==> config.mk <==
export PLATFORM = sky130hd
export DESIGN_NAME = source_text_tokenizer
export DESIGN_NICKNAME = d
export VERILOG_FILES = /design/src/stt_pkg.sv /design/src/stt_head.sv /design/src/source_text_tokenizer.sv
export SDC_FILE = /design/constraint.sdc
export NUM_CORES = 1
export LEC_CHECK = 0
export BUFFER_PORTS_ARGS = -buffer_cell sky130_fd_sc_hd__buf_2
export CORE_MARGIN = 4
export CORE_UTILIZATION = 30
export CTS_CLUSTER_SIZE = 30
export DETAILED_ROUTE_END_ITERATION = 16
export PLACE_DENSITY = 0.42
export SLEW_MARGIN = 5
export SYNTH_ARGS = -nofsm -noshare
export SYNTH_HDL_FRONTEND = slang
export SYNTH_SLANG_ARGS = --single-unit
==> constraint.sdc <==
create_clock -name i_clk -period 9.6 [get_ports i_clk]
set_input_delay 0.96 -clock i_clk [delete_from_list [all_inputs] [get_ports i_clk]]
set_output_delay 0.96 -clock i_clk [all_outputs]
set_load 0.02 [all_outputs]
==> src/stt_pkg.sv <==
package stt_pkg;

    // Token kinds as carried on the result channel
    localparam logic [3:0] KIND_IDENT   = 4'd0;
    localparam logic [3:0] KIND_INT     = 4'd1;
    localparam logic [3:0] KIND_FLOAT   = 4'd2;
    localparam logic [3:0] KIND_STRING  = 4'd3;
    localparam logic [3:0] KIND_CHAR    = 4'd4;
    localparam logic [3:0] KIND_OP      = 4'd5;
    localparam logic [3:0] KIND_NEWLINE = 4'd6;
    localparam logic [3:0] KIND_INDENT  = 4'd7;
    localparam logic [3:0] KIND_EXDENT  = 4'd8;
    localparam logic [3:0] KIND_EOF     = 4'd9;

    // Configuration register indexes
    localparam logic [2:0] REG_NEWLINE_ON  = 3'd0;
    localparam logic [2:0] REG_INDENT_ON   = 3'd1;
    localparam logic [2:0] REG_LINE_LEN    = 3'd2;
    localparam logic [2:0] REG_LINE_TEXT   = 3'd3;
    localparam logic [2:0] REG_BOPEN_LEN   = 3'd4;
    localparam logic [2:0] REG_BOPEN_TEXT  = 3'd5;
    localparam logic [2:0] REG_BCLOSE_LEN  = 3'd6;
    localparam logic [2:0] REG_BCLOSE_TEXT = 3'd7;

    // Character codes
    localparam logic [7:0] CH_NUL    = 8'h00;
    localparam logic [7:0] CH_TAB    = 8'h09;
    localparam logic [7:0] CH_LF     = 8'h0A;
    localparam logic [7:0] CH_SPACE  = 8'h20;
    localparam logic [7:0] CH_DQUOTE = 8'h22;
    localparam logic [7:0] CH_AMP    = 8'h26;
    localparam logic [7:0] CH_SQUOTE = 8'h27;
    localparam logic [7:0] CH_STAR   = 8'h2A;
    localparam logic [7:0] CH_PLUS   = 8'h2B;
    localparam logic [7:0] CH_COMMA  = 8'h2C;
    localparam logic [7:0] CH_MINUS  = 8'h2D;
    localparam logic [7:0] CH_DOT    = 8'h2E;
    localparam logic [7:0] CH_SLASH  = 8'h2F;
    localparam logic [7:0] CH_0      = 8'h30;
    localparam logic [7:0] CH_1      = 8'h31;
    localparam logic [7:0] CH_3      = 8'h33;
    localparam logic [7:0] CH_9      = 8'h39;
    localparam logic [7:0] CH_LT     = 8'h3C;
    localparam logic [7:0] CH_EQ     = 8'h3D;
    localparam logic [7:0] CH_GT     = 8'h3E;
    localparam logic [7:0] CH_BSLASH = 8'h5C;
    localparam logic [7:0] CH_UNDER  = 8'h5F;
    localparam logic [7:0] CH_LOW_N  = 8'h6E;
    localparam logic [7:0] CH_LOW_R  = 8'h72;
    localparam logic [7:0] CH_LOW_T  = 8'h74;
    localparam logic [7:0] CH_LOW_X  = 8'h78;
    localparam logic [7:0] CH_BAR    = 8'h7C;

    typedef enum logic [3:0] {
        MODE_IDLE, MODE_IDENT, MODE_HEXX, MODE_HEX, MODE_DEC, MODE_FRAC,
        MODE_STR, MODE_CHR, MODE_LCOM, MODE_BCOM, MODE_SKIP1, MODE_SKIP2,
        MODE_SKIP3, MODE_OP2
    } t_mode;

    typedef enum logic {SEL_BYTES, SEL_CODE} t_sel;

    typedef enum logic [1:0] {OP_HEAD, OP_QUOTE, OP_EOF} t_op;

    typedef struct packed {
        t_mode      mode;
        logic       esc;
        logic       ls;
        logic [6:0] cols;
        logic [4:0] prev;
    } t_lex_state;

    typedef struct packed {
        logic        nl_on;
        logic        ind_on;
        logic [2:0]  lc_len;
        logic [31:0] lc_text;
        logic [2:0]  bo_len;
        logic [31:0] bo_text;
        logic [2:0]  bc_len;
        logic [31:0] bc_text;
    } t_cfg;

    // Main part of a result plan: one byte, a byte pair, or an escape code
    // (quote, comma, space, digits, comma, space, quote)
    typedef struct packed {
        logic [3:0] len;
        t_sel       sel;
        logic [3:0] kind;
        logic       has;
        logic       first;
        logic       last;
        logic [7:0] b0;
        logic [7:0] b1;
        logic [7:0] d2;
    } t_main;

    typedef struct packed {
        logic [4:0] ind_cnt;
        logic       ind_ex;
        t_main      main;
    } t_plan;

    function automatic logic is_alpha(input logic [7:0] c);
        return (c >= 8'h61 && c <= 8'h7A) || (c >= 8'h41 && c <= 8'h5A);
    endfunction

    function automatic logic is_digit(input logic [7:0] c);
        return c >= CH_0 && c <= CH_9;
    endfunction

    function automatic logic is_xdigit(input logic [7:0] c);
        return is_digit(c) || (c >= 8'h61 && c <= 8'h66) || (c >= 8'h41 && c <= 8'h46);
    endfunction

    function automatic logic is_ident(input logic [7:0] c);
        return is_alpha(c) || is_digit(c) || c == CH_UNDER || c == CH_DOT;
    endfunction

    function automatic logic two_char_op(input logic [7:0] a, input logic [7:0] b);
        logic r;
        case (a)
            CH_PLUS:          r = b == CH_PLUS || b == CH_EQ;
            CH_MINUS:         r = b == CH_MINUS || b == CH_EQ;
            CH_STAR, CH_SLASH: r = b == CH_EQ;
            CH_EQ:            r = b == CH_EQ;
            CH_BAR:           r = b == CH_BAR;
            CH_AMP:           r = b == CH_AMP;
            CH_LT:            r = b == CH_EQ || b == CH_LT;
            CH_GT:            r = b == CH_EQ || b == CH_GT;
            default:          r = 1'b0;
        endcase
        return r;
    endfunction

    // Compare the window head with a delimiter; a zero byte that matches ends as a match
    function automatic logic delim_match(input logic [31:0] w, input logic [31:0] text,
                                         input logic [2:0] len);
        logic       ok;
        logic       stop;
        logic [7:0] a;
        logic [7:0] d;
        ok   = 1'b1;
        stop = 1'b0;
        for (int k = 0; k < 4; k++) begin
            a = w[8*k +: 8];
            d = text[8*k +: 8];
            if (3'(k) < len && !stop) begin
                if (a != d) begin
                    ok   = 1'b0;
                    stop = 1'b1;
                end else if (a == CH_NUL) begin
                    stop = 1'b1;
                end
            end
        end
        return ok;
    endfunction

    function automatic t_main plain_main(input logic [3:0] kind, input logic [7:0] b,
                                         input logic has, input logic first,
                                         input logic last);
        t_main m;
        m       = '0;
        m.len   = 4'd1;
        m.sel   = SEL_BYTES;
        m.kind  = kind;
        m.has   = has;
        m.first = first;
        m.last  = last;
        m.b0    = b;
        return m;
    endfunction

    function automatic t_main pair_main(input logic [3:0] kind, input logic [7:0] b0,
                                        input logic [7:0] b1, input logic last);
        t_main m;
        m      = '0;
        m.len  = 4'd2;
        m.sel  = SEL_BYTES;
        m.kind = kind;
        m.has  = 1'b1;
        m.last = last;
        m.b0   = b0;
        m.b1   = b1;
        return m;
    endfunction

    function automatic t_main code_main(input logic [3:0] kind, input logic [7:0] q,
                                        input logic [7:0] d1, input logic [7:0] d2,
                                        input logic two_digits);
        t_main m;
        m      = '0;
        m.len  = two_digits ? 4'd8 : 4'd7;
        m.sel  = SEL_CODE;
        m.kind = kind;
        m.has  = 1'b1;
        m.b0   = q;
        m.b1   = d1;
        m.d2   = d2;
        return m;
    endfunction

    function automatic logic [7:0] main_byte(input t_main m, input logic [3:0] idx);
        logic [7:0] b;
        if (m.sel == SEL_BYTES) begin
            b = (idx == 4'd0) ? m.b0 : m.b1;
        end else if (idx == 4'd0 || idx == m.len - 4'd1) begin
            b = m.b0;
        end else if (idx == 4'd2 || idx == m.len - 4'd2) begin
            b = CH_SPACE;
        end else if (idx == 4'd1 || idx == m.len - 4'd3) begin
            b = CH_COMMA;
        end else if (idx == 4'd3) begin
            b = m.b1;
        end else begin
            b = m.d2;
        end
        return b;
    endfunction

endpackage

==> src/stt_head.sv <==
module stt_head import stt_pkg::*; #(
    parameter int DELIM_BYTES       = 4,
    parameter int MAX_INDENT_LEVELS = 16
) (
    input  t_op        i_op,
    input  logic [31:0] i_head,
    input  t_lex_state i_state,
    input  t_cfg       i_cfg,
    output t_lex_state o_state,
    output t_plan      o_plan
);

    localparam logic [2:0] DCAP = (DELIM_BYTES >= 4) ? 3'd4 : 3'(DELIM_BYTES);
    localparam logic [4:0] MAXL = 5'(MAX_INDENT_LEVELS);

    function automatic logic [2:0] clamp_len(input logic [2:0] len);
        logic [2:0] l;
        l = (len > 3'd4) ? 3'd4 : len;
        return (l > DCAP) ? DCAP : l;
    endfunction

    always_comb begin
        logic [7:0] c;
        logic [7:0] nx;
        logic [7:0] q;
        logic [3:0] kind;
        logic [2:0] lc_len;
        logic [2:0] bo_len;
        logic [2:0] bc_len;
        logic       close_hit;
        t_mode      close_mode;
        logic [4:0] level;
        logic [4:0] fl_cnt;
        logic       fl_ex;
        logic [7:0] csum;
        logic       measuring;
        logic       run_idle;
        logic       more;
        t_lex_state st;
        t_plan      plan;

        c  = i_head[7:0];
        nx = i_head[15:8];
        st = i_state;
        plan = '0;
        measuring = 1'b0;
        run_idle  = 1'b0;
        more      = 1'b0;

        lc_len = clamp_len(i_cfg.lc_len);
        bo_len = clamp_len(i_cfg.bo_len);
        bc_len = clamp_len(i_cfg.bc_len);
        if (bc_len == 3'd0) begin
            bc_len = 3'd1;
        end
        close_hit = delim_match(i_head, i_cfg.bc_text, bc_len);
        case (bc_len)
            3'd2:    close_mode = MODE_SKIP1;
            3'd3:    close_mode = MODE_SKIP2;
            3'd4:    close_mode = MODE_SKIP3;
            default: close_mode = MODE_IDLE;
        endcase

        level = i_state.cols[6:2];
        if (level > MAXL) begin
            level = MAXL;
        end
        fl_ex  = !(level > i_state.prev);
        fl_cnt = fl_ex ? i_state.prev - level : level - i_state.prev;

        q    = (i_state.mode == MODE_STR) ? CH_DQUOTE : CH_SQUOTE;
        kind = (i_state.mode == MODE_STR) ? KIND_STRING : KIND_CHAR;
        csum = {1'b0, i_state.cols} + ((c == CH_TAB) ? 8'd4 : 8'd1);

        unique case (i_op)
            OP_HEAD: begin
                unique case (i_state.mode)
                    MODE_IDENT: begin
                        plan.main = plain_main(KIND_IDENT, c, 1'b1, 1'b0, !is_ident(nx));
                        if (!is_ident(nx)) begin
                            st.mode = MODE_IDLE;
                        end
                    end
                    MODE_HEXX: begin
                        plan.main = plain_main(KIND_INT, CH_LOW_X, 1'b1, 1'b0, !is_xdigit(nx));
                        st.mode = is_xdigit(nx) ? MODE_HEX : MODE_IDLE;
                    end
                    MODE_HEX: begin
                        plan.main = plain_main(KIND_INT, c, 1'b1, 1'b0, !is_xdigit(nx));
                        if (!is_xdigit(nx)) begin
                            st.mode = MODE_IDLE;
                        end
                    end
                    MODE_DEC: begin
                        if (c == CH_DOT) begin
                            plan.main = plain_main(KIND_FLOAT, CH_DOT, 1'b1, 1'b0,
                                                   !is_digit(nx));
                            st.mode = is_digit(nx) ? MODE_FRAC : MODE_IDLE;
                        end else begin
                            more = is_digit(nx) || nx == CH_DOT;
                            plan.main = plain_main(KIND_INT, c, 1'b1, 1'b0, !more);
                            if (!more) begin
                                st.mode = MODE_IDLE;
                            end
                        end
                    end
                    MODE_FRAC: begin
                        plan.main = plain_main(KIND_FLOAT, c, 1'b1, 1'b0, !is_digit(nx));
                        if (!is_digit(nx)) begin
                            st.mode = MODE_IDLE;
                        end
                    end
                    MODE_STR, MODE_CHR: begin
                        if (i_state.esc) begin
                            st.esc = 1'b0;
                            if (c == CH_LOW_N) begin
                                plan.main = code_main(kind, q, CH_1, CH_0, 1'b1);
                            end else if (c == CH_LOW_R) begin
                                plan.main = code_main(kind, q, CH_1, CH_3, 1'b1);
                            end else if (c == CH_LOW_T) begin
                                plan.main = code_main(kind, q, CH_9, CH_NUL, 1'b0);
                            end else if (c == q) begin
                                plan.main = pair_main(kind, CH_BSLASH, q, 1'b0);
                            end else begin
                                plan.main = plain_main(kind, c, 1'b1, 1'b0, 1'b0);
                            end
                        end else if (c == q) begin
                            plan.main = plain_main(kind, q, 1'b1, 1'b0, 1'b1);
                            st.mode = MODE_IDLE;
                        end else if (c == CH_BSLASH) begin
                            st.esc = 1'b1;
                        end else begin
                            plan.main = plain_main(kind, c, 1'b1, 1'b0, 1'b0);
                        end
                    end
                    MODE_LCOM: begin
                        if (c == CH_LF) begin
                            st.mode  = MODE_IDLE;
                            run_idle = 1'b1;
                        end
                    end
                    MODE_BCOM: begin
                        if (close_hit) begin
                            st.mode = close_mode;
                        end
                    end
                    MODE_SKIP1: st.mode = MODE_IDLE;
                    MODE_SKIP2: st.mode = MODE_SKIP1;
                    MODE_SKIP3: st.mode = MODE_SKIP2;
                    MODE_OP2: begin
                        plan.main = plain_main(KIND_OP, c, 1'b1, 1'b0, 1'b1);
                        st.mode = MODE_IDLE;
                    end
                    default: begin
                        st.mode  = MODE_IDLE;
                        run_idle = 1'b1;
                    end
                endcase

                if (run_idle) begin
                    if (i_state.ls && i_cfg.ind_on && (c == CH_SPACE || c == CH_TAB)) begin
                        st.cols   = csum[7] ? 7'd127 : csum[6:0];
                        measuring = 1'b1;
                    end else begin
                        if (i_state.ls && i_cfg.ind_on) begin
                            plan.ind_cnt = fl_cnt;
                            plan.ind_ex  = fl_ex;
                            st.prev      = level;
                            st.cols      = 7'd0;
                        end
                        if (c == CH_LF) begin
                            if (i_cfg.nl_on) begin
                                plan.main = plain_main(KIND_NEWLINE, CH_LF, 1'b1, 1'b1, 1'b1);
                            end
                            st.cols = 7'd0;
                        end else if (lc_len != 3'd0 &&
                                     delim_match(i_head, i_cfg.lc_text, lc_len)) begin
                            st.mode = MODE_LCOM;
                        end else if (bo_len != 3'd0 &&
                                     delim_match(i_head, i_cfg.bo_text, bo_len)) begin
                            st.mode = close_hit ? close_mode : MODE_BCOM;
                        end else if (c == CH_SPACE || c == CH_TAB) begin
                            st.mode = MODE_IDLE;
                        end else if (is_alpha(c)) begin
                            plan.main = plain_main(KIND_IDENT, c, 1'b1, 1'b1, !is_ident(nx));
                            if (is_ident(nx)) begin
                                st.mode = MODE_IDENT;
                            end
                        end else if (c == CH_0 && (nx | CH_SPACE) == CH_LOW_X) begin
                            plan.main = plain_main(KIND_INT, CH_0, 1'b1, 1'b1, 1'b0);
                            st.mode = MODE_HEXX;
                        end else if (is_digit(c)) begin
                            more = is_digit(nx) || nx == CH_DOT;
                            plan.main = plain_main(KIND_INT, c, 1'b1, 1'b1, !more);
                            if (more) begin
                                st.mode = MODE_DEC;
                            end
                        end else if (c == CH_DQUOTE) begin
                            plan.main = plain_main(KIND_STRING, CH_DQUOTE, 1'b1, 1'b1, 1'b0);
                            st.esc  = 1'b0;
                            st.mode = MODE_STR;
                        end else if (two_char_op(c, nx)) begin
                            plan.main = plain_main(KIND_OP, c, 1'b1, 1'b1, 1'b0);
                            st.mode = MODE_OP2;
                        end else if (c == CH_SQUOTE) begin
                            plan.main = plain_main(KIND_CHAR, CH_SQUOTE, 1'b1, 1'b1, 1'b0);
                            st.esc  = 1'b0;
                            st.mode = MODE_CHR;
                        end else begin
                            plan.main = plain_main(KIND_OP, c, 1'b1, 1'b1, 1'b1);
                        end
                    end
                end

                if (!measuring) begin
                    st.ls = (c == CH_LF);
                end
            end
            OP_QUOTE: begin
                if (i_state.mode == MODE_STR || i_state.mode == MODE_CHR) begin
                    if (i_state.esc) begin
                        plan.main = pair_main(kind, CH_NUL, q, 1'b1);
                    end else begin
                        plan.main = plain_main(kind, q, 1'b1, 1'b0, 1'b1);
                    end
                    st.ls = 1'b0;
                end
            end
            default: begin
                if (i_state.ls && i_cfg.ind_on) begin
                    plan.ind_cnt = fl_cnt;
                    plan.ind_ex  = fl_ex;
                end
                plan.main = plain_main(KIND_EOF, CH_NUL, 1'b0, 1'b1, 1'b1);
                st = '0;
            end
        endcase

        o_state = st;
        o_plan  = plan;
    end

endmodule

==> src/source_text_tokenizer.sv <==
// Streaming source text tokenizer. Bytes enter on the input channel one per
// transaction; i_end_marker closes the text. Each byte waits in a lookahead
// window of DELIM_BYTES entries and is lexed once the window is full, so the
// results of a byte appear DELIM_BYTES-1 transactions later. Every result
// carries at most one token byte: kind, byte, first/last flags and o_run_last
// on the final result caused by an input transaction (a transaction may cause
// none). Rate: a byte that yields at most one result lets plain text stream
// at one byte per clock unless the output stalls; more results hold the next
// byte back until the output serialiser, at one result a cycle unless
// stalled, has emitted all (up to 8 for an escape rewrite, plus one per
// indent or exdent token). At the end marker the bytes left in the window
// are lexed, an open quote is closed, the end-of-file result follows and no
// input is taken. Configuration must only be written while the block is idle.
module source_text_tokenizer import stt_pkg::*; #(
    parameter int DELIM_BYTES       = 4,
    parameter int MAX_INDENT_LEVELS = 16
) (
    input  logic        i_clk,
    input  logic        i_rst_n,
    // configuration write port
    input  logic        i_cfg_wr_en,
    input  logic [2:0]  i_cfg_index,
    input  logic [31:0] i_cfg_data,
    // text input
    input  logic        i_valid,
    output logic        o_ready,
    input  logic [7:0]  i_text_byte,
    input  logic        i_end_marker,
    // token output
    output logic        o_valid,
    input  logic        i_ready,
    output logic [3:0]  o_token_kind,
    output logic [7:0]  o_out_byte,
    output logic        o_has_byte,
    output logic        o_token_first,
    output logic        o_token_last,
    output logic        o_run_last
);

    localparam int FW = $clog2(DELIM_BYTES + 1);
    localparam logic [4:0] MAXL = 5'(MAX_INDENT_LEVELS);

    typedef enum logic [1:0] {FL_NONE, FL_HEADS, FL_EOF} t_flush;

    // Configuration
    t_cfg       r_cfg;
    t_cfg       n_cfg;

    // Input register
    logic       r_in_valid;
    logic [7:0] r_in_byte;
    logic       r_in_end;

    // Lexer state and lookahead window
    logic [7:0] r_win [DELIM_BYTES];
    logic [7:0] n_win [DELIM_BYTES];
    logic [FW-1:0] r_fill;
    logic [FW-1:0] n_fill;
    t_lex_state r_state;
    t_lex_state n_state;
    t_flush     r_fl;
    t_flush     n_fl;

    // Result plan being serialised
    t_plan      r_plan;
    t_plan      n_plan;
    logic [3:0] r_midx;
    logic [3:0] n_midx;
    logic       r_run_end;
    logic       n_run_end;

    // Output register
    logic       r_out_valid;
    logic [3:0] r_out_kind;
    logic [7:0] r_out_byte;
    logic       r_out_has;
    logic       r_out_first;
    logic       r_out_last;
    logic       r_out_run_last;

    logic [7:0] win_a [DELIM_BYTES];
    logic [7:0] src [DELIM_BYTES];
    logic [FW-1:0] fill_a;
    logic [31:0] head;
    logic       pending;
    logic       final_res;
    logic       out_free;
    logic       emit_now;
    logic       slot;
    logic       take;
    logic       take_byte;
    logic       step_head;
    logic       step_quote;
    logic       step_eof;
    t_op        hd_op;
    t_lex_state hd_state;
    t_plan      hd_plan;
    logic [3:0] e_kind;
    logic [7:0] e_byte;
    logic       e_has;
    logic       e_first;
    logic       e_last;

    // Serialiser: indent/exdent tokens first, then the main bytes
    assign pending   = (r_plan.ind_cnt != 5'd0) || (r_midx < r_plan.main.len);
    assign final_res = (r_plan.ind_cnt == 5'd1 && r_plan.main.len == 4'd0) ||
                       (r_plan.ind_cnt == 5'd0 && r_midx + 4'd1 == r_plan.main.len);
    assign out_free  = !r_out_valid || i_ready;
    assign emit_now  = pending && out_free;
    // A new step may start once the current plan is drained or drains now
    assign slot      = !pending || (emit_now && final_res);

    assign take       = slot && r_fl == FL_NONE && r_in_valid;
    assign take_byte  = take && !r_in_end;
    assign fill_a     = r_fill + FW'(1);
    assign step_head  = (take_byte && fill_a == FW'(DELIM_BYTES)) ||
                        (slot && r_fl == FL_HEADS && r_fill != '0);
    assign step_quote = slot && r_fl == FL_HEADS && r_fill == '0;
    assign step_eof   = slot && r_fl == FL_EOF;
    assign hd_op      = step_eof ? OP_EOF : (step_quote ? OP_QUOTE : OP_HEAD);

    assign o_ready = !r_in_valid || take;

    // Append the incoming byte behind the filled entries
    always_comb begin
        for (int k = 0; k < DELIM_BYTES; k++) begin
            win_a[k] = (FW'(k) == r_fill) ? r_in_byte : r_win[k];
            src[k]   = take_byte ? win_a[k] : r_win[k];
        end
        for (int k = 0; k < 4; k++) begin
            head[8*k +: 8] = (k < DELIM_BYTES) ? src[k % DELIM_BYTES] : CH_NUL;
        end
    end

    stt_head #(
        .DELIM_BYTES       (DELIM_BYTES),
        .MAX_INDENT_LEVELS (MAX_INDENT_LEVELS)
    ) u_head (
        .i_op    (hd_op),
        .i_head  (head),
        .i_state (r_state),
        .i_cfg   (r_cfg),
        .o_state (hd_state),
        .o_plan  (hd_plan)
    );

    // Pick the result under the serialiser
    always_comb begin
        if (r_plan.ind_cnt != 5'd0) begin
            e_kind  = r_plan.ind_ex ? KIND_EXDENT : KIND_INDENT;
            e_byte  = CH_NUL;
            e_has   = 1'b0;
            e_first = 1'b1;
            e_last  = 1'b1;
        end else begin
            e_kind  = r_plan.main.kind;
            e_has   = r_plan.main.has;
            e_byte  = r_plan.main.has ? main_byte(r_plan.main, r_midx) : CH_NUL;
            e_first = r_plan.main.first && r_midx == 4'd0;
            e_last  = r_plan.main.last && r_midx + 4'd1 == r_plan.main.len;
        end
    end

    always_comb begin
        n_cfg = r_cfg;
        if (i_cfg_wr_en) begin
            unique case (i_cfg_index)
                REG_NEWLINE_ON:  n_cfg.nl_on   = i_cfg_data[0];
                REG_INDENT_ON:   n_cfg.ind_on  = i_cfg_data[0];
                REG_LINE_LEN:    n_cfg.lc_len  = i_cfg_data[2:0];
                REG_LINE_TEXT:   n_cfg.lc_text = i_cfg_data;
                REG_BOPEN_LEN:   n_cfg.bo_len  = i_cfg_data[2:0];
                REG_BOPEN_TEXT:  n_cfg.bo_text = i_cfg_data;
                REG_BCLOSE_LEN:  n_cfg.bc_len  = i_cfg_data[2:0];
                REG_BCLOSE_TEXT: n_cfg.bc_text = i_cfg_data;
            endcase
        end
    end

    always_comb begin
        n_win     = r_win;
        n_fill    = r_fill;
        n_state   = r_state;
        n_fl      = r_fl;
        n_plan    = r_plan;
        n_midx    = r_midx;
        n_run_end = r_run_end;

        // advance the serialiser
        if (emit_now) begin
            if (r_plan.ind_cnt != 5'd0) begin
                n_plan.ind_cnt = r_plan.ind_cnt - 5'd1;
            end else begin
                n_midx = r_midx + 4'd1;
            end
        end

        if (take_byte) begin
            n_win  = win_a;
            n_fill = fill_a;
        end
        if (take && r_in_end) begin
            n_fl = FL_HEADS;
        end

        // consume the head byte: shift the window down, zero behind
        if (step_head) begin
            for (int k = 0; k < DELIM_BYTES; k++) begin
                n_win[k] = (k < DELIM_BYTES - 1) ? src[(k + 1) % DELIM_BYTES] : CH_NUL;
            end
            n_fill  = (take_byte ? fill_a : r_fill) - FW'(1);
            n_state = hd_state;
        end
        if (step_quote) begin
            n_state = hd_state;
            n_fl    = FL_EOF;
        end
        if (step_eof) begin
            n_state = hd_state;
            for (int k = 0; k < DELIM_BYTES; k++) begin
                n_win[k] = CH_NUL;
            end
            n_fill = '0;
            n_fl   = FL_NONE;
        end

        // load the next plan over the drained one
        if (step_head || step_quote || step_eof) begin
            n_plan    = hd_plan;
            n_midx    = 4'd0;
            n_run_end = step_eof || take_byte;
        end
    end

    always_ff @(posedge i_clk) begin
        if (!i_rst_n) begin
            r_cfg          <= '{1'b0, 1'b0, 3'd0, 32'd0, 3'd0, 32'd0, 3'd1, 32'd0};
            r_in_valid     <= 1'b0;
            r_fill         <= '0;
            r_state        <= '0;
            r_fl           <= FL_NONE;
            r_plan         <= '0;
            r_midx         <= 4'd0;
            r_run_end      <= 1'b0;
            r_out_valid    <= 1'b0;
            for (int k = 0; k < DELIM_BYTES; k++) begin
                r_win[k] <= CH_NUL;
            end
        end else begin
            r_cfg     <= n_cfg;
            r_win     <= n_win;
            r_fill    <= n_fill;
            r_state   <= n_state;
            r_fl      <= n_fl;
            r_plan    <= n_plan;
            r_midx    <= n_midx;
            r_run_end <= n_run_end;
            // hold the input transaction until the engine takes it
            if (o_ready) begin
                r_in_valid <= i_valid;
            end
            if (emit_now) begin
                r_out_valid <= 1'b1;
            end else if (i_ready) begin
                r_out_valid <= 1'b0;
            end
        end
        if (o_ready) begin
            r_in_byte <= i_text_byte;
            r_in_end  <= i_end_marker;
        end
        if (emit_now) begin
            r_out_kind     <= e_kind;
            r_out_byte     <= e_byte;
            r_out_has      <= e_has;
            r_out_first    <= e_first;
            r_out_last     <= e_last;
            r_out_run_last <= final_res && r_run_end;
        end
    end

    assign o_valid       = r_out_valid;
    assign o_token_kind  = r_out_kind;
    assign o_out_byte    = r_out_byte;
    assign o_has_byte    = r_out_has;
    assign o_token_first = r_out_first;
    assign o_token_last  = r_out_last;
    assign o_run_last    = r_out_run_last;

    a_fill_bound: assert property (@(posedge i_clk) disable iff (!i_rst_n)
        r_fill <= FW'(DELIM_BYTES))
        else $error("lookahead fill beyond window depth");

    a_level_bound: assert property (@(posedge i_clk) disable iff (!i_rst_n)
        r_state.prev <= MAXL)
        else $error("indent level beyond maximum");

    a_eof_clears: assert property (@(posedge i_clk) disable iff (!i_rst_n)
        step_eof |=> (r_fill == '0 && r_state.mode == MODE_IDLE && r_fl == FL_NONE))
        else $error("stream state not cleared after end of file");

    a_no_take_in_flush: assert property (@(posedge i_clk) disable iff (!i_rst_n)
        (r_fl != FL_NONE) |-> !take)
        else $error("input taken during end-of-text flush");

    a_plan_len: assert property (@(posedge i_clk) disable iff (!i_rst_n)
        r_plan.main.len <= 4'd8)
        else $error("result plan longer than an escape rewrite");

endmodule
; After elaboration in Yosys (flattened, before gate mapping)
; Index checks and enable logic that the tools add are counted.
[op_classes]
order_cmp = 35
add_sub_neg = 10
reduce_logical = 121
muxes = 226
bitwise = 3
n_eq_ne = 81
[op_table]
columns = cell, count
row1 = $mux W36, 14
row2 = $pmux W36 S7, 1
row3 = $eq A8 B6 Y1 const B, 20
row4 = $mux W42, 3
row5 = $mux W1, 118
row6 = $mux W8, 14
row7 = $ne A8 B8 Y1, 12
row8 = $mux W4, 22
row9 = $pmux W36 S2, 1
row10 = $mux W34, 2
row11 = $mux W33, 2
row12 = $mux W32, 2
row13 = $eq A8 B7 Y1 const B, 7
row14 = $mux W28, 2
row15 = $mux W18, 3
row16 = $mux W5, 10
row17 = $le A8 B7 Y1 const B, 6
row18 = $pmux W4 S10, 1
row19 = $mux W3, 13
row20 = $logic_and A1 B1 Y1, 38
row21 = $ge A8 B7 Y1 const B, 4
row22 = $mux W29, 1
row23 = $logic_or A1 B1 Y1, 26
row24 = $eq A4 B4 Y1 const B, 6
row25 = 55 further kinds, 148
[word_totals]
register_bits = 236
output_inout_bits = 18
wordCells = 519

; Logic depth before layout (Yosys ltp)
; Gate-level depths: netlist (run 1).
[depth]
ltp_word = 91
ltp_mapped = 19

; Modules after synthesis
; Synthesis (run 1) repeated with hierarchy kept, for this count alone.
[hier_totals]
hier_cells = 1851
hier_area_um2 = 15060.7
[by_module_without_submodules]
columns = mod, n_inst, cells_per_inst, seq_area_each_um2, area_each_um2
row1 = source_text_tokenizer, 1, 1223, 4974.8, 10876.7
row2 = stt_head, 1, 628, 0.0, 4184.0

; Worst setup path before layout (run 1)
; Ideal clock, no wire load.
[synth_path]
kind = input to register
from = input port i_ready
to = register r_plan[24] (netlist name)
cell_stages = 14
arrival_time_ns = 4.176
slack_ns = 5.308
path_buffers = 3
required_ns = 9.484
setup_time_ns = 0.116
path_cell_list = nand2b_1 -> clkbuf_1 -> nand2_1 -> or4_1 -> buf_4 -> a21oi_2 -> buf_6 -> mux2i_1 -> xnor2_1 -> nor4_1 -> o31ai_2 -> nand2_1 -> a2111o_1 -> and3_1
[synth_between]
elab_chain_len = 48
elab_cells_between_ends = 225
[synth_rtl]
columns = element, line
row1 = "start, declared", source_text_tokenizer.sv:31  ; input logic i_ready,
row2 = $logic_or A1 B1 Y1 *, source_text_tokenizer.sv:108  ; assign out_free = !r_out_valid || i_ready;
row3 = $logic_and A1 B1 Y1 *, source_text_tokenizer.sv:109  ; assign emit_now = pending && out_free;
row4 = $logic_and A1 B1 Y1 *, source_text_tokenizer.sv:111  ; assign slot = !pending || (emit_now && final_res);
row5 = $logic_or A1 B1 Y1 *, source_text_tokenizer.sv:111
row6 = $logic_and A1 B1 Y1 (2 in series), source_text_tokenizer.sv:113  ; assign take = slot && r_fl == FL_NONE && r_in_valid;
row7 = $logic_and A1 B1 Y1, source_text_tokenizer.sv:114  ; assign take_byte = take && !r_in_end;
row8 = $mux W8, source_text_tokenizer.sv:128  ; src[k] = take_byte ? win_a[k] : r_win[k];
row9 = $logic_not A8 Y1, stt_pkg.sv:151  ; end else if (a == CH_NUL) begin
row10 = [31 not listed], --
row11 = $mux W1, stt_head.sv:75  ; unique case (i_op)
row12 = $logic_and A1 B1 Y1, stt_head.sv:179  ; end else if (bo_len != 3'd0 &&
row13 = $mux W36, stt_head.sv:179
row14 = $mux W36, stt_head.sv:176  ; end else if (lc_len != 3'd0 &&
row15 = $mux W36, stt_head.sv:171  ; if (c == CH_LF) begin
row16 = $mux W42, stt_head.sv:161  ; if (i_state.ls && i_cfg.ind_on && (c == CH_SPACE || c == CH_TAB)) begin
row17 = $mux W42, stt_head.sv:160  ; if (run_idle) begin
row18 = $pmux W36 S2, stt_head.sv:75
row19 = "end signal, assigned", source_text_tokenizer.sv:255  ; r_plan <= n_plan;
row20 = "end, declared", source_text_tokenizer.sv:65  ; t_plan r_plan;
; Mark *: on every way between the ends. The rest lies on a longest branch, timed or not. The select of a mux whose other input is x is not followed.
; A chain may end at the register's enable or synchronous reset.

; Worst setup path in the final report (run 1)
[layout_path]
from = register r_midx[1]
to = register r_plan[24] (netlist name)
[layout_between]
elab_chain_len = 50
elab_cells_between_ends = 231
[layout_rtl]
columns = element, line
row1 = "start, declared", source_text_tokenizer.sv:67  ; logic [3:0] r_midx;
row2 = "start signal, assigned", source_text_tokenizer.sv:256  ; r_midx <= n_midx;
row3 = $add A4 B1 Y4, source_text_tokenizer.sv:107  ; (r_plan.ind_cnt == 5'd0 && r_midx + 4'd1 == r_plan.main.len);
row4 = $eq A4 B4 Y1, source_text_tokenizer.sv:107
row5 = $logic_and A1 B1 Y1, source_text_tokenizer.sv:107
row6 = $logic_or A1 B1 Y1, source_text_tokenizer.sv:106  ; assign final_res = (r_plan.ind_cnt == 5'd1 && r_plan.main.len == 4'd0) ||
row7 = $logic_and A1 B1 Y1, source_text_tokenizer.sv:111
row8 = $logic_or A1 B1 Y1 *, source_text_tokenizer.sv:111
row9 = $logic_and A1 B1 Y1 (2 in series), source_text_tokenizer.sv:113
row10 = $logic_and A1 B1 Y1, source_text_tokenizer.sv:114
row11 = [33 not listed], --
row12 = $mux W1, stt_head.sv:75
row13 = $logic_and A1 B1 Y1, stt_head.sv:179
row14 = $mux W36, stt_head.sv:179
row15 = $mux W36, stt_head.sv:176
row16 = $mux W36, stt_head.sv:171
row17 = $mux W42, stt_head.sv:161
row18 = $mux W42, stt_head.sv:160
row19 = $pmux W36 S2, stt_head.sv:75
; Marked as above.

==> results of run 1 <==
==> cell usage in the layout, fill, tap and decap left out, types with 28 or more instances in the layout <==
cell	n
sky130_fd_sc_hd__nand2_1	327
sky130_fd_sc_hd__dfxtp_1	200
sky130_fd_sc_hd__a21oi_1	135
sky130_fd_sc_hd__nor2_1	134
sky130_fd_sc_hd__a21boi_0	106
sky130_fd_sc_hd__inv_1	82
sky130_fd_sc_hd__o21ai_0	78
sky130_fd_sc_hd__xnor2_1	72
sky130_fd_sc_hd__buf_2	65
sky130_fd_sc_hd__nand3_1	61
sky130_fd_sc_hd__mux2i_1	59
sky130_fd_sc_hd__nor3_1	52
sky130_fd_sc_hd__buf_4	43
sky130_fd_sc_hd__o22ai_1	39
sky130_fd_sc_hd__xor2_1	36
sky130_fd_sc_hd__ha_1	36
sky130_fd_sc_hd__a211oi_1	33
sky130_fd_sc_hd__clkbuf_16	30
sky130_fd_sc_hd__nor2b_1	29
sky130_fd_sc_hd__nand2b_1	28
==> cells by family after synthesis <==
kind of cell             count (synthesis)  share of synthesized area, %
AND/OR/NAND/NOR                        785                          23.6
AO/OA/AOI/OAI                          612                          26.9
flip-flops                             225                          30.1
buffers and inverters                  222                          5.74
XOR/XNOR                               110                          6.23
multiplexers                            68                          4.38
adder cells (fa/ha/maj)                 38                          3.10
==> layer usage <==
layer / GRT usage, % / routed length [µm]
met1: 29.0 / 28500
met3: 2.99 / 3510
met4: 8.70 / 3010
met5: 0 / 0
met2: 39.7 / 32300
==> registers in the layout (all words and copies together) (netlist names), 2 cells and up <==
name          cells
o_token_kind      4
r_cfg           107
r_fill            3
r_win            32
r_plan           31
r_in_byte         8
r_state          18
r_midx            4
o_out_byte        8
r_fl              2
==> power groups by stage <==
stage | Sequential [mW] | Combinational, mW | Clock [mW]
6_report | 1.13 | 1.24 | 1.18
4_1_cts | 1.13 | 1.24 | 1.21
3_5_place_dp | 1.15 | 1.23 | 0
2_1_floorplan | 1.15 | 0.774 | 0
5_1_grt | 1.14 | 1.33 | 1.24
3_3_place_gp | 1.15 | 1.23 | 0
==> worst max-delay path by stage <==
stage                     cells past startpoint    endpoint  slack (ns)        from
after detailed placement                     14  r_plan[24]        3.74     i_ready
after floorplan                              14  r_plan[24]        5.31     i_ready
after global routing                         15  r_plan[24]        3.67   r_midx[1]
after CTS                                    13  r_plan[24]        4.01  r_plan[39]
after global placement                       14  r_plan[24]        3.71     i_ready
final                                        12  r_plan[24]        4.02   r_midx[1]
==> layout make-up <==
type / instances / share of cell area [%]
flip-flops and latches: 225 / 26.7
well taps: 680 / 4.78
inverters: 85 / 1.79
multi-input cells: 1613 / 57.3
clock buffers: 40 / 4.71
repair buffers: 108 / 3.64
clock inverters: 14 / 1.08
==> stage by stage <==
stage               utilization (%)  cells  hold WS [ns]  power, mW  setup WS (ns)
finish                         34.4   2765         0.458       3.55           4.02
global route                   34.4   2765         0.500       3.72           3.67
CTS                            34.4   2765         0.459       3.58           4.01
detailed placement             32.4   2711         0.449       2.39           3.74
global placement               32.4   2711         0.447       2.39           3.71
floorplan                         -   2060         0.422       1.93           5.31
==> critical path: stages (launching register included) <==
cell and delay (ns):
sky130_fd_sc_hd__dfxtp_1 0.47, sky130_fd_sc_hd__inv_1 0.11, sky130_fd_sc_hd__ha_1 0.31, sky130_fd_sc_hd__xnor2_1 0.15, sky130_fd_sc_hd__nand3_1 0.41, sky130_fd_sc_hd__or4_1 1.00, sky130_fd_sc_hd__a21oi_4 0.65, sky130_fd_sc_hd__mux2i_1 0.58
sky130_fd_sc_hd__o32ai_4 0.19, sky130_fd_sc_hd__o31ai_2 0.68, sky130_fd_sc_hd__nand2_1 0.28, sky130_fd_sc_hd__a2111o_1 0.44, sky130_fd_sc_hd__and3_1 0.18
==> results.ini, run 1 <==
[yosys]
synthFlopType=sky130_fd_sc_hd__dfxtp_1
mappedNetlistArea_um2=15800
postSynthAreaPerCell_um2=7.68
synth_cell_types=103
yosys.area.top_type=sky130_fd_sc_hd__dfxtp_1
synth_edf_count=25
post-synth-top-area-fraction_pct=25.3
count_leader_synth=sky130_fd_sc_hd__nand2_1
synth-seq-cells=225
synth_fp_nets=2147
async_reset_ff_share_pct=0
part_of_the_yosys_area_used_for_sequential_elements_pct=30.1
gate_count_of_the_mapped_netlist=2060
top_cells_by_area_in_the_synthesized_netlist=sky130_fd_sc_hd__dfxtp_1, sky130_fd_sc_hd__nand2_1, sky130_fd_sc_hd__a21boi_0
synth.top_cells.by_count=sky130_fd_sc_hd__nand2_1, sky130_fd_sc_hd__dfxtp_1, sky130_fd_sc_hd__a21oi_1, sky130_fd_sc_hd__nor2_1, sky130_fd_sc_hd__clkbuf_1
yosysWarnings=0

[clock_tree]
cts_resized=0
clock_tree.htree_level_count=1
postCtsSetupRepairBufs=0
cts.sink_count=225
post_cts_clock_slew_at_the_launch_and_capture_registers_of_the_worst_setup_and_hold_paths_ns=0.06
hold_buffers=0
inserted_clock_buffers=29
clock_tree_from_tritoncts=yes
clockRootBuffer=sky130_fd_sc_hd__clkbuf_16
ctsLongestPathBuffers=3
worst_skew_pair.late_latency_ns=0.59

[timing]
setup-violations-final=0
slew-limit-headroom_pct=26.4
unrepaired_setup_endpoints_after_global_routing=no
period_minus_slack_ns=5.58
final_min_period_over_clock_period_pct=58.1
tightest_slew_ns=1.10
clock.fmax_mhz=179
hold_viol=0
setup_tns_ns=0
maxSlewViolCount=0
final.setup_skew_ns=0.0207

[pwr]
p_comb_share_pct=35.0
p_clk_share_pct=33.1
max-vdd-ir-drop_uv=142
internal_power_mw=2.16
static_leakage_nw=6.34
p_sw_share_pct=39.1
p_seq_share_pct=32.0
switchingPower_mw=1.39
power_density_nw_per_um2=200

[min_path]
instance_count_along_the_most_critical_hold_path=2
min_delay_worst_type=flip-flop to flip-flop
holdPathEnd=r_plan[20]
min-delay-start=r_plan[20]

[place]
routabilityCongestion=0.950
placement.io_buffers=66
place_hpwl_um=50600
dpl-instance-area_um2=16800

[floorplanning]
design.portCount=67
dieWidth_um=238
core_area_um2=51700
placementRows=83
die_h_um=238
die_footprint_um2=56500
initial_utilization_pct=30.6

[detailed_routing]
antenna_violation_net_count_after_detailed_routing=0
via_count=15744
dr_wl_cell_um=24.3
vias_per_cell=5.69
wl_um=67300
detailedRoute.firstIterationViolations=1266
route.detailed.drc=0
firstDrtPassIters=6

[global_routing]
grt-ovfl-total=0
grt_usage_pct=22.9
first_global_vias=15300
grt_pass1_wl_um=100000
grt_start_max_net_pins=79
grt_antenna_before_repair=0

[finish]
final_nets=2149
areaGrowthSynthToFinish_pct=12.5
fillerInstances=5582
final_cell_area_um2=17800
fraction_of_layout_instances_using_a_drive_strength_above_1_pct=10.7
multiInputGateArea_um2=10200
antenna-diode-count=0
seq_area_um2=4750

[critical_path]
worst_r2r_endpoint=r_plan[24]
worstPathMaxFanout=16
worst-r2r-setup-slack_ns=4.02
start_kind=flip-flop
worstSetupEndpointType=flip-flop
worstPathRequired_ns=10.07
regToRegStartpoint=r_midx[1]
rr_worst_depth=12
criticalPathCategory=flip-flop to flip-flop
worst-endpoint-arrival_ns=6.05

[run]
timing.max_cap.violations=0

[run_status]
run_status=finished, final reports clean

Note: power is estimated with default switching activity, not from simulation.
==> inputs of run 2 (changes only) <==
==> constraint.sdc (replaced) <==
create_clock -name i_clk -period 5.2 [get_ports i_clk]
set_input_delay 0.52 -clock i_clk [delete_from_list [all_inputs] [get_ports i_clk]]
set_output_delay 0.52 -clock i_clk [all_outputs]
set_load 0.02 [all_outputs]
==> run 2 against run 1 <==
Against the previous run:
- cell count up 1.9%
- clock skew is 0.020 ns higher
- worst setup slack worse by 3.6 ns
- clock power grew 86%
- largest cell class unchanged
- largest power group unchanged
==> results.ini, run 2 (synthesis gave the netlist of run 1 again) <==
[finish]
mostFrequentLayoutCells=sky130_fd_sc_hd__nand2_1, sky130_fd_sc_hd__dfxtp_1, sky130_fd_sc_hd__a21oi_1, sky130_fd_sc_hd__nor2_1, sky130_fd_sc_hd__a21boi_0
biggestRegsByFlops=r_cfg (107), r_win (32), r_plan (31)
final_cell_count_no_fill=2818  ; +1.9%
max_flop_register=r_cfg
fraction_of_layout_instances_using_a_drive_strength_above_1_pct=13.1  ; +2.3 points
layout.cells.most_common=sky130_fd_sc_hd__nand2_1
areaGrowthSynthToFinish_pct=15.1
final_cell_area_um2=18200  ; +2.3%
largest_register_ff_count=107  ; unchanged
final_nets=2201  ; +2.4%

[critical_path]
worstPathMaxFanout=11  ; -5
worstSetupEndpointType=flip-flop
crit_slowest_cell=sky130_fd_sc_hd__or4_1
worstPathRequired_ns=5.68  ; -4.39 ns
criticalPathCategory=flip-flop to flip-flop
crit_path_max_incr_delay_ns=0.77  ; -0.23 ns
timing.critical_path.buf_inv=2  ; +1
critical_path.cell_chain=inv_1, ha_1, nand2_1, or4_1, buf_4, a21oi_1, a211oi_1, nor4b_1, o2111ai_1, a221oi_4, nor2_2, and3_4, a211o_1, a22o_1
start_kind=flip-flop
critPathTopFamily=simple AND/OR/NAND/NOR gates
worst-endpoint-arrival_ns=5.31  ; -0.74 ns

[timing]
unrepaired_setup_endpoints_after_global_routing=no
postLayoutSetupSlackWorst_ns=0.374  ; -3.64 ns
slew-limit-headroom_pct=27.3  ; +0.95 points
setup-violations-final=0  ; unchanged
period_minus_slack_ns=4.83  ; -0.756 ns
maxSlewViolCount=0  ; unchanged
final.hold.worst_slack_ns=0.0906  ; -0.367 ns
final.setup_skew_ns=0.0404  ; +0.0197 ns
tightest_slew_ns=1.06  ; -0.0446 ns
hold_viol=0  ; unchanged
final_min_period_over_clock_period_pct=92.8  ; +35 points
setup_tns_ns=0  ; unchanged
clock.fmax_mhz=207  ; +16%

[floorplanning]
initial_utilization_pct=30.6  ; unchanged
die_footprint_um2=56500  ; unchanged
dieWidth_um=238  ; unchanged
design.portCount=67  ; unchanged
die_h_um=238  ; unchanged
core_area_um2=51700  ; unchanged
placementRows=83  ; unchanged

[global_routing]
grt_antenna_before_repair=1  ; +1
grt-ovfl-total=0  ; unchanged
grt_usage_pct=23.6  ; +0.70 points
first_global_vias=15283  ; -0.11%
grt_pass1_wl_um=102000  ; +2.0%
grt_start_max_net_pins=89  ; +13%

[clock_tree]
clock_tree.htree_level_count=1  ; unchanged
worst_skew_pair.late_latency_ns=0.62  ; +0.03 ns
inserted_clock_buffers=29  ; unchanged
cts_resized=0  ; unchanged
postCtsSetupRepairBufs=0  ; unchanged
clockRootBuffer=sky130_fd_sc_hd__clkbuf_16
ctsLongestPathBuffers=3  ; unchanged
clock_tree_from_tritoncts=yes
hold_buffers=0  ; unchanged
post_cts_clock_slew_at_the_launch_and_capture_registers_of_the_worst_setup_and_hold_paths_ns=0.06  ; about the same
cts.sink_count=225  ; unchanged

[pwr]
power_density_nw_per_um2=369  ; +85%
max-vdd-ir-drop_uv=247  ; +74%
static_leakage_nw=6.61  ; +4.2%

[place]
place_hpwl_um=53400  ; +5.6%
worst_slack_after_detailed_placement_ns=0.238  ; -3.50 ns
placement.io_buffers=66  ; unchanged
place_inst=2763  ; +1.9%
routabilityCongestion=0.966  ; +1.7%
dpl-instance-area_um2=17200  ; +2.4%

[run]
timing.max_cap.violations=0  ; unchanged

[run_status]
run_status=finished, final reports clean

[detailed_routing]
detailedRoute.firstIterationViolations=1154  ; -8.8%
antenna_violation_net_count_after_detailed_routing=0  ; unchanged
dr_wl_cell_um=24.7  ; +1.4%
vias_per_cell=5.70  ; +0.14%
firstDrtPassIters=8  ; +2
via_count=16068  ; +2.1%
wl_um=69500  ; +3.3%
route.detailed.drc=0  ; unchanged

[min_path]
min_delay_worst_type=input port to flip-flop

run 2: worst register-to-register path: cells and delay by family (launching register included):
kind | cells | cell delay, ns
buf+inv | 2 | 0.34
compound gates | 6 | 1.61
simple gates | 5 | 2.02
fa+ha+maj | 1 | 0.40
flops | 1 | 0.35
run 2: final cells by class:
type                       count  area, µm²
multi-input combinational   1613      10200
tap                          680        851
inverter                      85        319
sequential                   225       4750
fill                        5536      33500
clock buffer                  43        881
timing repair buffer         160       1050
antenna                        1       2.50
clock inverter                11        148
run 2: power by group:
part	switching, mW	internal [mW]	leakage (nW)
Combinational	1.57	0.817	4.23
Sequential	0.205	1.94	1.87
Clock	0.869	1.32	0.508
Total	2.64	4.07	6.61
run 2: through the flow:
stage	utilization, %	total power [mW]
floorplan	-	3.56
global placement	33.2	4.54
detailed placement	33.2	4.53
CTS	35.2	6.74
global route	35.2	7.02
finish	35.2	6.72
run 2: path summary, 6_finish.rpt:
kind                                startpoint  slack, ns           end  cells past startpoint
worst max register to register      r_plan[37]       0.37    r_plan[22]                     14
worst max-delay path                r_plan[37]       0.37    r_plan[22]                     14
worst min-delay path            i_text_byte[3]       0.09  r_in_byte[3]                      1
worst min register to register      r_plan[36]       0.47    r_plan[36]                      2
run 2: metal layers:
metal	part of all wire, %	wire (µm)	track usage (%)	up-vias
met1	42	29000	29.6	7787
met3	5.1	3530	2.66	154
met2	48	33600	41.2	561
li1	-	-	-	7566
met5	0	0	0	-
met4	4.8	3330	9.64	0
==> inputs of run 3 (changes only) <==
--- a/config.mk
+++ b/config.mk
@@ -11,7 +11,9 @@
 export CTS_CLUSTER_SIZE = 30
 export DETAILED_ROUTE_END_ITERATION = 16
 export PLACE_DENSITY = 0.42
+export SETUP_SLACK_MARGIN = 0.4
 export SLEW_MARGIN = 5
 export SYNTH_ARGS = -nofsm -noshare
 export SYNTH_HDL_FRONTEND = slang
+export SYNTH_HIERARCHICAL = 1
 export SYNTH_SLANG_ARGS = --single-unit
==> run 3 against run 2 <==
Against the previous run:
- sequential power increased by 2%
- total power up 2.1%
- area after synthesis shrank 4.8%
- first-iteration DRC count decreased by 38%
- sequential cell count increased by 11
- clock power about the same
- worst hold slack better by 0.020 ns
- combinational power rose by 3%
- worst setup slack better by 0.17 ns
==> results.ini, run 3 <==
[timing]
unrepaired_setup_endpoints_after_global_routing=no
maxSlewViolCount=0  ; unchanged
tightest_slew_ns=1.08  ; +0.0211 ns
period_minus_slack_ns=4.65  ; -0.174 ns
final.setup_skew_ns=0.0233  ; -0.0171 ns
setup-violations-final=0  ; unchanged
hold_viol=0  ; unchanged
slew-limit-headroom_pct=27.2  ; -0.15 points
final_min_period_over_clock_period_pct=89.5  ; -3.3 points
clock.fmax_mhz=215  ; +3.7%
postLayoutSetupSlackWorst_ns=0.547  ; +0.174 ns

[clock_tree]
worst_skew_pair.late_latency_ns=0.59  ; -0.03 ns
inserted_clock_buffers=30  ; +3.4%
cts.sink_count=236  ; +4.9%
clock_tree.htree_level_count=1  ; unchanged
clockRootBuffer=sky130_fd_sc_hd__clkbuf_16
post_cts_clock_slew_at_the_launch_and_capture_registers_of_the_worst_setup_and_hold_paths_ns=0.06  ; about the same
clock_tree_from_tritoncts=yes
hold_buffers=0  ; unchanged
ctsLongestPathBuffers=3  ; unchanged

[global_routing]
grt_usage_pct=17.6  ; -6.0 points
grt-ovfl-total=0  ; unchanged
grt_pass1_wl_um=76900  ; -25%
first_global_vias=13231  ; -13%
grt_start_max_net_pins=101  ; +13%
grt_antenna_before_repair=1  ; unchanged

[critical_path]
start_kind=flip-flop
worst-endpoint-arrival_ns=5.16  ; -0.15 ns
criticalPathCategory=flip-flop to flip-flop
worstPathMaxFanout=6  ; -5
worstSetupEndpointType=flip-flop
worstPathRequired_ns=5.71  ; +0.03 ns

[place]
placement.io_buffers=66  ; unchanged
worst_slack_after_detailed_placement_ns=-0.107  ; -0.345 ns
place_inst=2514  ; -9.0%
place_hpwl_um=34900  ; -35%
routabilityCongestion=0.904  ; -6.4%
dpl-instance-area_um2=16100  ; -6.2%

[yosys]
synth.top_cells.by_count=sky130_fd_sc_hd__nand2_1, sky130_fd_sc_hd__dfxtp_1, sky130_fd_sc_hd__a21oi_1, sky130_fd_sc_hd__mux2i_1, sky130_fd_sc_hd__nor2_1
mappedNetlistArea_um2=15100  ; -4.8%
synth_edf_count=25  ; unchanged
synth_cell_types=102  ; -0.97%
yosys.area.top_type=sky130_fd_sc_hd__dfxtp_1
count_leader_synth=sky130_fd_sc_hd__nand2_1
post-synth-top-area-fraction_pct=28.0  ; +2.7 points
top_cells_by_area_in_the_synthesized_netlist=sky130_fd_sc_hd__dfxtp_1, sky130_fd_sc_hd__nand2_1, sky130_fd_sc_hd__mux2i_1
gate_count_of_the_mapped_netlist=1851  ; -10%
postSynthAreaPerCell_um2=8.14  ; +6.0%
async_reset_ff_share_pct=0  ; unchanged
yosysWarnings=6  ; +6
synth-seq-cells=236  ; +4.9%
part_of_the_yosys_area_used_for_sequential_elements_pct=33.0  ; +3.0 points
synthFlopType=sky130_fd_sc_hd__dfxtp_1

[finish]
biggestRegsByFlops=r_cfg (107), r_plan (42), r_win (32)
fillerInstances=5252  ; -5.1%
mostFrequentLayoutCells=sky130_fd_sc_hd__nand2_1, sky130_fd_sc_hd__dfxtp_1, sky130_fd_sc_hd__a21oi_1, sky130_fd_sc_hd__mux2i_1, sky130_fd_sc_hd__buf_4
largest_register_ff_count=107  ; unchanged
final_nets=2005  ; -8.9%
final_cell_area_um2=17700  ; -2.8%
layout.cells.most_common=sky130_fd_sc_hd__nand2_1
areaGrowthSynthToFinish_pct=17.5
final_cell_count_no_fill=2605  ; -7.6%
fraction_of_layout_instances_using_a_drive_strength_above_1_pct=16.5  ; +3.5 points
max_flop_register=r_cfg

[detailed_routing]
dr_wl_cell_um=18.8  ; -24%
firstDrtPassIters=7  ; -1
vias_per_cell=5.17  ; -9.3%
route.detailed.drc=0  ; unchanged
detailedRoute.firstIterationViolations=719  ; -38%
wl_um=49000  ; -30%
via_count=13465  ; -16%
antenna_violation_net_count_after_detailed_routing=0  ; unchanged

[floorplanning]
die_h_um=232  ; -2.3%
placementRows=81  ; -2.4%
initial_utilization_pct=30.6  ; about the same
core_area_um2=49300  ; -4.8%
die_footprint_um2=53900  ; -4.6%
design.portCount=67  ; unchanged
dieWidth_um=232  ; -2.3%

[run_status]
run_status=finished, final reports clean

[pwr]
static_leakage_nw=6.54  ; -1.1%
fin_total_pwr_mw=6.86  ; +2.1%
power_density_nw_per_um2=387  ; +5.0%
max-vdd-ir-drop_uv=274  ; +11%

[run]
timing.max_cap.violations=0  ; unchanged

[min_path]
min_delay_worst_type=input port to flip-flop

[run 3: critical path, stage by stage (launching register included)]
cell                       delay, ns
sky130_fd_sc_hd__dfxtp_1        0.33
sky130_fd_sc_hd__inv_1          0.07
sky130_fd_sc_hd__ha_1           0.35
sky130_fd_sc_hd__a21oi_2        0.20
sky130_fd_sc_hd__nor2b_1        0.15
sky130_fd_sc_hd__o31a_4         0.38
sky130_fd_sc_hd__o211ai_4       0.26
sky130_fd_sc_hd__buf_12         0.19
sky130_fd_sc_hd__mux2i_4        0.34
sky130_fd_sc_hd__buf_12         0.16
sky130_fd_sc_hd__buf_4          0.12
sky130_fd_sc_hd__nand4b_1       0.15
sky130_fd_sc_hd__a21oi_2        0.10
sky130_fd_sc_hd__a211oi_2       0.22
sky130_fd_sc_hd__o31ai_4        0.11
sky130_fd_sc_hd__buf_6          0.15
sky130_fd_sc_hd__buf_4          0.12
sky130_fd_sc_hd__or3_4          0.39
sky130_fd_sc_hd__or3_4          0.38
sky130_fd_sc_hd__o221ai_4       0.16
sky130_fd_sc_hd__nand2_1        0.08
sky130_fd_sc_hd__mux2i_1        0.15
[run 3: area by class of cell]
type | instances | area [µm²] | area share (%)
Clock buffer | 47 | 917 | 5.18
Timing Repair Buffer | 164 | 1130 | 6.41
Tap cell | 664 | 831 | 4.70
Antenna cell | 1 | 2.50 | 0.0141
Sequential cell | 236 | 4980 | 28.1
Clock inverter | 7 | 135 | 0.764
Multi-Input combinational cell | 1413 | 9420 | 53.2
Inverter | 73 | 275 | 1.56
[run 3: layer usage]
metal / global-route usage [%] / up-vias / wire length [µm]
met3: 2.10 / 54 / 1690
li1: - / 6701 / -
met1: 24.0 / 6471 / 23300
met2: 30.0 / 239 / 23000
met4: 3.87 / 0 / 1050
met5: 0 / - / 0
[run 3: repair_timing]
action                                  CTS  global route
pin swaps                                 3            17
endpoints found under the setup margin   34            35
gates cloned                              0             0
gates resized for setup                  20            39
setup buffers                             7            29
[run 3: final timing paths]
kind / startpoint / end / slack, ns / depth (start not counted)
max: r_plan[35] / r_plan[28] / 0.55 / 21
max reg2reg: r_plan[35] / r_plan[28] / 0.55 / 21
min: i_text_byte[0] / r_in_byte[0] / 0.11 / 1
min reg2reg: r_plan[36] / r_plan[36] / 0.46 / 2
[run 3: where the power goes]
part | switching, mW | leakage (nW) | internal, mW | total (mW)
Combinational | 1.53 | 4.06 | 0.946 | 2.47
Clock | 0.843 | 0.514 | 1.36 | 2.20
Sequential | 0.132 | 1.96 | 2.05 | 2.18
Total | 2.50 | 6.54 | 4.35 | 6.86
[run 3: logic make-up after synthesis]
kind of cell | count (synthesis) | share of synthesized area [%]
AO/OA/AOI/OAI | 415 | 19.0
adder cells (fa/ha/maj) | 38 | 3.26
buffers and inverters | 207 | 6.41
other | 1 | 0.0249
AND/OR/NAND/NOR | 717 | 22.9
flip-flops | 236 | 33.0
XOR/XNOR | 119 | 7.22
multiplexers | 118 | 8.16
[run 3: stage by stage]
step	hold WS, ns	utilization (%)	TNS [ns]
global route	0.0760	35.9	0
CTS	0.0678	35.1	0
global placement	0.447	32.7	0
finish	0.110	35.9	0
detailed placement	0.451	32.7	-0.162
floorplan	0.431	-	0
